File: src/rtl/pnf_pkg.sv
// Shared constants, coefficient tables and defaults for the pink noise filter.
package pnf_pkg;

  localparam int SAMPLE_WIDTH_DEF = 16;
  localparam int STATE_WIDTH_DEF  = 32;

  localparam int STAGES    = 6;
  localparam int COEF_FRAC = 22;
  localparam int COEF_W    = 24;
  localparam int DIGIT_W   = 4;
  localparam int AMP_W     = 15;

  localparam logic [AMP_W-1:0] AMP_RESET = 15'd9830;

  localparam logic REG_AMPLITUDE = 1'b0;

  typedef logic signed [COEF_W-1:0] coef_t;

  localparam coef_t POLE_TAB [STAGES] = '{
    24'sd4189522, 24'sd4166286, 24'sd4064281,
    24'sd3634364, 24'sd2306867, -24'sd3194382
  };

  // Input gains of the six integrators, then the direct white term.
  localparam coef_t GAIN_TAB [STAGES+1] = '{
    24'sd232859, 24'sd314891, 24'sd645302,
    24'sd1302271, 24'sd2235364, -24'sd70875,
    24'sd2248986
  };

endpackage

File: src/rtl/pnf_digit_mul.sv
// Digit-serial signed multiplier: one coefficient digit per cycle, MSB first.
module pnf_digit_mul #(
  parameter int X_W = 35,
  parameter int P_W = 59
) (
  input  logic                             clk,
  input  logic                             rst,
  input  logic                             start,
  input  logic signed [X_W-1:0]            x,
  input  logic signed [pnf_pkg::COEF_W-1:0] coef,
  output logic                             done,
  output logic signed [P_W-1:0]            product
);
  import pnf_pkg::*;

  localparam int DIGITS = COEF_W / DIGIT_W;
  localparam int CNT_W  = $clog2(DIGITS);

  logic signed [X_W-1:0]       x_hold;
  logic [COEF_W-1:0]           coef_sr;
  logic [CNT_W-1:0]            count;
  logic                        busy;
  logic [DIGIT_W-1:0]          digit;
  logic signed [DIGIT_W:0]     digit_ext;
  logic signed [X_W+DIGIT_W:0] partial;
  logic signed [P_W-1:0]       product_next;

  always_comb begin
    digit = coef_sr[COEF_W-1 -: DIGIT_W];
    // The leading digit carries the sign of the coefficient.
    if (count == '0) begin
      digit_ext = {digit[DIGIT_W-1], digit};
    end else begin
      digit_ext = {1'b0, digit};
    end
    partial      = x_hold * digit_ext;
    product_next = (product <<< DIGIT_W) + P_W'(partial);
  end

  always_ff @(posedge clk) begin
    if (rst) begin
      busy  <= 1'b0;
      done  <= 1'b0;
      count <= '0;
    end else begin
      done <= busy && (count == CNT_W'(DIGITS - 1));
      if (start) begin
        busy  <= 1'b1;
        count <= '0;
      end else if (busy) begin
        if (count == CNT_W'(DIGITS - 1)) begin
          busy  <= 1'b0;
          count <= '0;
        end else begin
          count <= count + CNT_W'(1);
        end
      end
    end
  end

  always_ff @(posedge clk) begin
    if (start) begin
      x_hold  <= x;
      coef_sr <= coef;
      product <= '0;
    end else if (busy) begin
      coef_sr <= coef_sr << DIGIT_W;
      product <= product_next;
    end
  end

endmodule

File: src/rtl/pink_noise_filter.sv
// Pink noise filter top level: sequencer, integrator states, register port.
// The input is stalled until the previous sample is finished and handed to the output,
//   since the shared digit-serial multiplier computes all 14 products in turn
//   (each coefficient taken as 6 four-bit digits).
// Reset (rst, synchronous, active high): integrators cleared, amplitude 9830,
//   sequencer idle, no output pending.
module pink_noise_filter #(
  parameter int SAMPLE_WIDTH = pnf_pkg::SAMPLE_WIDTH_DEF,
  parameter int STATE_WIDTH  = pnf_pkg::STATE_WIDTH_DEF
) (
  input  logic                           clk,
  input  logic                           rst,
  // sample input channel
  input  logic                           in_valid,
  output logic                           in_stall,
  input  logic signed [SAMPLE_WIDTH-1:0] white_sample,
  input  logic                           start_of_clip,
  // sample output channel
  output logic                           out_valid,
  input  logic                           out_stall,
  output logic signed [SAMPLE_WIDTH-1:0] pink_sample,
  // register port
  input  logic                           psel,
  input  logic                           penable,
  input  logic                           pwrite,
  input  logic [2:0]                     paddr,
  input  logic [31:0]                    pwdata,
  output logic [31:0]                    prdata,
  output logic                           pready
);
  import pnf_pkg::*;

  // Number formats. States hold STATE_WIDTH-7 fraction bits (range +-64).
  localparam int STATE_FRAC = STATE_WIDTH - 7;
  localparam int WSHIFT     = STATE_FRAC - (SAMPLE_WIDTH - 1);
  localparam int IN_SHIFT   = (COEF_FRAC - WSHIFT > 0) ? (COEF_FRAC - WSHIFT) : 0;
  localparam int OUT_SHIFT  = STATE_FRAC + AMP_W - (SAMPLE_WIDTH - 1);
  localparam int SUM_W      = STATE_WIDTH + 3;
  localparam int P_W        = SUM_W + COEF_W;
  localparam int IDX_W      = $clog2(STAGES + 1);

  // Half an LSB of each rounded result, in product units.
  localparam logic [P_W-1:0] BIAS_FB  = (P_W'(1) << COEF_FRAC) >> 1;
  localparam logic [P_W-1:0] BIAS_IN  = (P_W'(1) << IN_SHIFT) >> 1;
  localparam logic [P_W-1:0] BIAS_OUT = (P_W'(1) << OUT_SHIFT) >> 1;

  localparam logic signed [STATE_WIDTH+1:0] STATE_HI = {3'b000, {(STATE_WIDTH-1){1'b1}}};
  localparam logic signed [STATE_WIDTH+1:0] STATE_LO = {3'b111, {(STATE_WIDTH-1){1'b0}}};
  localparam logic signed [P_W-1:0] OUT_HI =
    {{(P_W-SAMPLE_WIDTH+1){1'b0}}, {(SAMPLE_WIDTH-1){1'b1}}};
  localparam logic signed [P_W-1:0] OUT_LO =
    {{(P_W-SAMPLE_WIDTH+1){1'b1}}, {(SAMPLE_WIDTH-2){1'b0}}, 1'b1};

  // Sequencer codes: each product has an issue step and a wait step.
  localparam logic [2:0] S_IDLE  = 3'd0;
  localparam logic [2:0] S_FB    = 3'd1;
  localparam logic [2:0] S_FB_W  = 3'd2;
  localparam logic [2:0] S_IN    = 3'd3;
  localparam logic [2:0] S_IN_W  = 3'd4;
  localparam logic [2:0] S_AMP   = 3'd5;
  localparam logic [2:0] S_AMP_W = 3'd6;
  localparam logic [2:0] S_OUT   = 3'd7;

  logic [2:0]                     state;
  logic [IDX_W-1:0]               idx;
  logic [AMP_W-1:0]               amplitude;
  logic signed [STATE_WIDTH-1:0]  integ [STAGES];
  logic signed [SAMPLE_WIDTH-1:0] white_hold;
  logic signed [SUM_W-1:0]        sum;
  logic signed [STATE_WIDTH:0]    fb;
  logic signed [SAMPLE_WIDTH-1:0] result;

  logic                           mul_start;
  logic                           mul_done;
  logic signed [SUM_W-1:0]        mul_x;
  coef_t                          mul_coef;
  logic signed [P_W-1:0]          product;

  logic signed [P_W-1:0]          rnd_fb;
  logic signed [P_W-1:0]          rnd_in;
  logic signed [P_W-1:0]          rnd_out;
  logic signed [STATE_WIDTH:0]    in_term;
  logic signed [STATE_WIDTH+1:0]  state_pre;
  logic signed [STATE_WIDTH-1:0]  state_new;
  logic signed [SAMPLE_WIDTH-1:0] out_sat;

  logic in_xfer;
  logic cfg_write;

  assign in_stall  = (state != S_IDLE);
  assign in_xfer   = in_valid && !in_stall;
  assign pready    = 1'b1;
  assign cfg_write = psel && penable && pwrite && pready;
  assign prdata    = (paddr[2] == REG_AMPLITUDE) ? 32'(amplitude) : 32'd0;

  // Operand selection for the shared multiplier.
  always_comb begin
    mul_start = 1'b0;
    mul_x     = '0;
    mul_coef  = '0;
    unique case (state)
      S_FB: begin
        mul_start = 1'b1;
        mul_x     = SUM_W'(integ[idx]);
        mul_coef  = POLE_TAB[idx];
      end
      S_IN: begin
        // index STAGES selects the direct white gain
        mul_start = 1'b1;
        mul_x     = SUM_W'(white_hold);
        mul_coef  = GAIN_TAB[idx];
      end
      S_AMP: begin
        mul_start = 1'b1;
        mul_x     = sum;
        mul_coef  = $signed(COEF_W'(amplitude));
      end
      S_IDLE, S_FB_W, S_IN_W, S_AMP_W, S_OUT: begin
        mul_start = 1'b0;
      end
    endcase
  end

  pnf_digit_mul #(
    .X_W (SUM_W),
    .P_W (P_W)
  ) u_mul (
    .clk     (clk),
    .rst     (rst),
    .start   (mul_start),
    .x       (mul_x),
    .coef    (mul_coef),
    .done    (mul_done),
    .product (product)
  );

  // Round half up: add half an LSB, then arithmetic shift (floor).
  always_comb begin
    rnd_fb    = (product + $signed(BIAS_FB)) >>> COEF_FRAC;
    rnd_in    = (product + $signed(BIAS_IN)) >>> IN_SHIFT;
    rnd_out   = (product + $signed(BIAS_OUT)) >>> OUT_SHIFT;
    in_term   = rnd_in[STATE_WIDTH:0];
    state_pre = (STATE_WIDTH+2)'(fb) + (STATE_WIDTH+2)'(in_term);
    if (state_pre > STATE_HI) begin
      state_new = STATE_HI[STATE_WIDTH-1:0];
    end else if (state_pre < STATE_LO) begin
      state_new = STATE_LO[STATE_WIDTH-1:0];
    end else begin
      state_new = state_pre[STATE_WIDTH-1:0];
    end
    // clamp symmetrically, so the most negative code never appears
    if (rnd_out > OUT_HI) begin
      out_sat = OUT_HI[SAMPLE_WIDTH-1:0];
    end else if (rnd_out < OUT_LO) begin
      out_sat = OUT_LO[SAMPLE_WIDTH-1:0];
    end else begin
      out_sat = rnd_out[SAMPLE_WIDTH-1:0];
    end
  end

  // Control, integrator states and the amplitude register.
  always_ff @(posedge clk) begin
    if (rst) begin
      state     <= S_IDLE;
      idx       <= '0;
      out_valid <= 1'b0;
      amplitude <= AMP_RESET;
      for (int k = 0; k < STAGES; k++) begin
        integ[k] <= '0;
      end
    end else begin
      if (cfg_write && (paddr[2] == REG_AMPLITUDE)) begin
        amplitude <= pwdata[AMP_W-1:0];
      end
      // raise the output when a result is loaded, drop it once its transfer completes
      if ((state == S_OUT) && (!out_valid || !out_stall)) begin
        out_valid <= 1'b1;
      end else if (out_valid && !out_stall) begin
        out_valid <= 1'b0;
      end
      unique case (state)
        S_IDLE: begin
          if (in_xfer) begin
            idx   <= '0;
            state <= S_FB;
            // a new clip starts from silent integrators
            if (start_of_clip) begin
              for (int k = 0; k < STAGES; k++) begin
                integ[k] <= '0;
              end
            end
          end
        end
        S_FB: begin
          state <= S_FB_W;
        end
        S_FB_W: begin
          if (mul_done) begin
            state <= S_IN;
          end
        end
        S_IN: begin
          state <= S_IN_W;
        end
        S_IN_W: begin
          if (mul_done) begin
            if (idx == IDX_W'(STAGES)) begin
              state <= S_AMP;
            end else begin
              integ[idx[IDX_W-1:0]] <= state_new;
              idx                   <= idx + IDX_W'(1);
              // after the last integrator comes the direct term, no feedback
              state <= (idx == IDX_W'(STAGES - 1)) ? S_IN : S_FB;
            end
          end
        end
        S_AMP: begin
          state <= S_AMP_W;
        end
        S_AMP_W: begin
          if (mul_done) begin
            state <= S_OUT;
          end
        end
        S_OUT: begin
          // hold the result until the output register is free
          if (!out_valid || !out_stall) begin
            state <= S_IDLE;
          end
        end
      endcase
    end
  end

  // Datapath registers.
  always_ff @(posedge clk) begin
    if (in_xfer) begin
      white_hold <= white_sample;
      sum        <= '0;
    end
    if ((state == S_FB_W) && mul_done) begin
      fb <= rnd_fb[STATE_WIDTH:0];
    end
    if ((state == S_IN_W) && mul_done) begin
      if (idx == IDX_W'(STAGES)) begin
        sum <= sum + SUM_W'(in_term);
      end else begin
        sum <= sum + SUM_W'(state_new);
      end
    end
    if ((state == S_AMP_W) && mul_done) begin
      result <= out_sat;
    end
    if ((state == S_OUT) && (!out_valid || !out_stall)) begin
      pink_sample <= result;
    end
  end

endmodule
File: config.mk
export PLATFORM = sky130hd
export DESIGN_NAME = pink_noise_filter
export DESIGN_NICKNAME = d
export VERILOG_FILES = /design/src/rtl/pnf_pkg.sv /design/src/rtl/pnf_digit_mul.sv /design/src/rtl/pink_noise_filter.sv
export SDC_FILE = /design/constraint.sdc
export NUM_CORES = 2
export LEC_CHECK = 0
export BUFFER_PORTS_ARGS = -buffer_cell sky130_fd_sc_hd__buf_2
export CAP_MARGIN = 20
export CORE_MARGIN = 8
export CORE_UTILIZATION = 58
export DETAILED_ROUTE_END_ITERATION = 16
export HOLD_SLACK_MARGIN = 0.05
export PLACE_DENSITY = 0.77
export SKIP_CTS_REPAIR_TIMING = 1
export SLEW_MARGIN = 20
export SYNTH_ARGS = -nofsm -noshare
export SYNTH_HDL_FRONTEND = slang
export SYNTH_SLANG_ARGS = --single-unit
File: constraint.sdc
create_clock -name clk -period 7.2 [get_ports clk]
set_input_delay 0 -clock clk [delete_from_list [all_inputs] [get_ports clk]]
set_output_delay 0 -clock clk [all_outputs]
set_load 0.01 [all_outputs]
==> results.json <==
{
  "ys_dominant_reg_cell": "edfxtp_1",
  "finalCritPeriodShare_pct": 94.93,
  "worstPathMaxFanout": 7,
  "overflow": 0,
  "max_cap_viol_count": 0,
  "grt_most_used_layer": "met2",
  "maximum_clock_skew_at_final_layout_ns": 0.07186,
  "floorplan.die_area_um2": 72310,
  "wl_per_cell_um": 22.79,
  "power.leakage_uw": 0.01680,
  "final_critical_path_setup_slack_ns": 0.3648,
  "hold_class": "input pin to register",
  "drive_above_1_share_pct": 12.45,
  "post_synth_main_area_contributors": "edfxtp_1 35%, fa_1 11%, ha_1 7.0%, dfxtp_1 4.8%, o21ai_0 4.6%",
  "report.power.total_uw": 18540,
  "post_synth_inst_count": 3548,
  "fin_cells": 4590,
  "final.setup.tns_ns": 0,
  "detail_route.first_pass.iterations": 7,
  "setup_viol": 0,
  "place_ws_ns": 0.02616,
  "initial_core_utilization_pct": 58.70,
  "fin_crit_ns": 6.835,
  "groute.layer.met3.usage_pct": 4.805,
  "worst_setup_hold_path_clk_slew_ns": 0.06,
  "irDropWorstVdd_mv": 0.5377,
  "floorplan.die.height_um": 268.9,
  "run_status": "complete, no violations",
  "layout.nets": 4162,
  "async_flop_share_pct": 0,
  "critical-path-slowest-cell": "fa_1",
  "clock_tree_from_tritoncts": "built",
  "max-slew-margin-rel_pct": 25.84,
  "dr_total_vias": 28940,
  "detailed_place.area_um2": 38850,
  "synth-warning-count": 0,
  "core.rowCount": 92,
  "cell_internal_pwr_uw": 9945,
  "powerDensity_nw_per_um2": 447.9,
  "yosys.area.top_type": "edfxtp_1",
  "grt_first_pass_wirelength_um": 159900,
  "netlist-cell-type-count": 91,
  "critical_path.startpoint_type": "register",
  "die_extent_in_x_um": 268.9,
  "largest_net_degree_at_the_start_of_global_routing": 74,
  "numPlacedInstances": 4421,
  "final-hold-violation-count": 0,
  "fmax_mhz": 146.3,
  "io_buffer_count": 72,
  "critPathCaptureType": "register",
  "gp_routability_congestion": 0.9790,
  "clock_root_buffer": "clkbuf_16",
  "timing_worst_slew_pin_value_ns": 1.112,
  "share_seq_of_total_power_pct": 21.0,
  "global_route.usage.total_pct": 28.33,
  "antenna_violations_before_repair": 2,
  "number_of_enable_flip_flop_cells_after_synthesis": 431,
  "netlist_area_um2": 37100,
  "boundaryPins": 110,
  "ys_seq_elements": 520,
  "slowest_delay_ns": 0.40,
  "tritoncts_num_sinks": 520,
  "worstPathRequired_ns": 7.57,
  "net-switching-power_uw": 8599,
  "crit_path_frequent_cell": "buf_4",
  "remaining_drcs": 0,
  "final_cell_area_um2": 41400,
  "syn2layout_area_growth_pct": 11.60,
  "worst-setup-path-type": "register to register",
  "detail-route-antenna-nets": 0,
  "power_frac_clock_pct": 15.6,
  "global_route.usage.met2_pct": 46.20,
  "syn_avg_cell_area_um2": 10.46,
  "netlist.area_leader.share_pct": 34.89,
  "worst_ep_arrival_time_ns": 7.21,
  "detailedPlacementHpwl_um": 73320,
  "cts-root-to-sink-buffers": 3,
  "switching_share_pct": 46.37,
  "coreArea_um2": 63200,
  "power.combinational.fraction_pct": 63.3,
  "clk_latency_ns": 0.66,
  "cts_made_buffers": 56,
  "drt-vias-per-instance": 6.305,
  "groute.layer.met1.usage_pct": 36.40,
  "detail_route.wirelength_um": 104600,
  "final-max-slew-violation-count": 0,
  "number_of_global_route_vias_before_repair": 28538,
  "synth_seq_area_share_pct": 39.69,
  "cts_htree_levels": 2,
  "number_of_drc_violations_after_detailed_routing_iteration_0": 3244
}
==> power by group through the flow <==
| stage | registers, uW | clock network, uW | logic, uW |
|---|---|---|---|
| 6_report | 3900 | 2900 | 11700 |
| 5_1_grt | 3930 | 3020 | 13000 |
| 4_1_cts | 3890 | 2920 | 11500 |
| 3_5_place_dp | 3950 | 0 | 11400 |
| 3_3_place_gp | 3940 | 0 | 11200 |
| 2_1_floorplan | 3860 | 0 | 8210 |
==> routing by layer <==
layer  vias up  routed length, um
met5         -                 15
met4         2               5785
met3       286               9421
met2      1588              49390
met1     14094              39980
li1      12970                  -
==> flip-flops by register name, indices dropped and copies added, names as in the netlist, named ones only <==
name           flops
u_mul.busy         1
u_mul.product     59
sum               35
u_mul.done         1
out_valid          1
integ            256
u_mul.x_hold      35
amplitude         15
u_mul.coef_sr     24
white_hold        16
result            16
pink_sample       16
idx                3
u_mul.count        3
state              3
fb                33
==> layout by cell type (no fill, tap or decap), types with 22 or more instances in the layout <==
master / synthesis / final
edfxtp_1: 431 / 431
nand2b_1: 56 / 56
nor3_1: 39 / 36
o21bai_1: 22 / 22
xnor2_1: 114 / 114
o21ai_1: 21 / 23
clkbuf_16: 0 / 56
a21oi_1: 169 / 166
nand4_1: 39 / 39
dfxtp_1: 89 / 81
nand2_1: 342 / 339
buf_4: 28 / 174
dlygate4sd3_1: 0 / 54
nand3_1: 59 / 59
mux4_2: 64 / 64
o21ai_0: 344 / 341
and3_1: 26 / 26
a21o_1: 86 / 86
and2_1: 107 / 104
inv_1: 204 / 203
mux2i_1: 55 / 55
nor2b_1: 48 / 48
a31oi_1: 30 / 30
ha_1: 207 / 203
buf_2: 32 / 72
xor2_1: 80 / 80
nor2_1: 207 / 203
fa_1: 201 / 201
a211oi_1: 40 / 40
==> synthesized netlist by cell type (86+ instances only) <==
| cell | count |
|---|---|
| a21o_1 | 86 |
| and2_1 | 107 |
| nor2_1 | 207 |
| edfxtp_1 | 431 |
| o21ai_0 | 344 |
| a21oi_1 | 169 |
| inv_1 | 204 |
| clkbuf_1 | 148 |
| dfxtp_1 | 89 |
| nand2_1 | 342 |
| ha_1 | 207 |
| xnor2_1 | 114 |
| fa_1 | 201 |
==> worst paths after layout <==
path                startpoint  depth (start not counted)  slack [ns]        endpoint
min reg2reg          result[4]                          0        0.37  pink_sample[4]
max reg2reg  u_mul.product[16]                         29        0.36         sum[34]
min            white_sample[5]                          2        0.07   white_hold[5]
max          u_mul.product[16]                         29        0.36         sum[34]
==> critical path, delay by kind of cell, from the launching register on <==
| kind | cells | cell delay [ns] |
|---|---|---|
| flops | 1 | 0.34 |
| compound gates | 12 | 2.55 |
| fa+ha+maj | 3 | 0.98 |
| buf+inv | 3 | 0.45 |
| mux | 1 | 0.25 |
| xor+xnor | 1 | 0.21 |
| simple gates | 9 | 1.76 |
==> cell families after synthesis <==
| group | after synthesis | share of synthesized area (%) |
|---|---|---|
| xor gates and xnor gates | 194 | 4.580 |
| DFF | 520 | 39.69 |
| muxes | 120 | 5.400 |
| buffers and inverters | 432 | 4.803 |
| other | 2 | 0.02024 |
| AOI/OAI and AO/OA | 876 | 14.61 |
| adders and majority gates | 408 | 17.83 |
| and+or+nand+nor | 996 | 13.07 |
==> layout make-up <==
cell class	count	area (um^2)
antenna	1	2.502
clock buffer	71	1498
clock inverter	35	337.8
fill	4824	21790
inverter	205	769.5
multi-input combinational	2612	20790
sequential	520	14740
tap	846	1059
timing repair buffer	300	2207
==> through the flow <==
| stage | hold slack (ns) | util [%] |
|---|---|---|
| finish | 0.07330 | 65.51 |
| global route | 0.06332 | 65.51 |
| floorplan | 0.04641 | - |
| detailed placement | 0.1781 | 61.47 |
| CTS | -0.5184 | 64.38 |
| global placement | 0.1788 | 61.47 |
(Power assumes the default switching activity.)
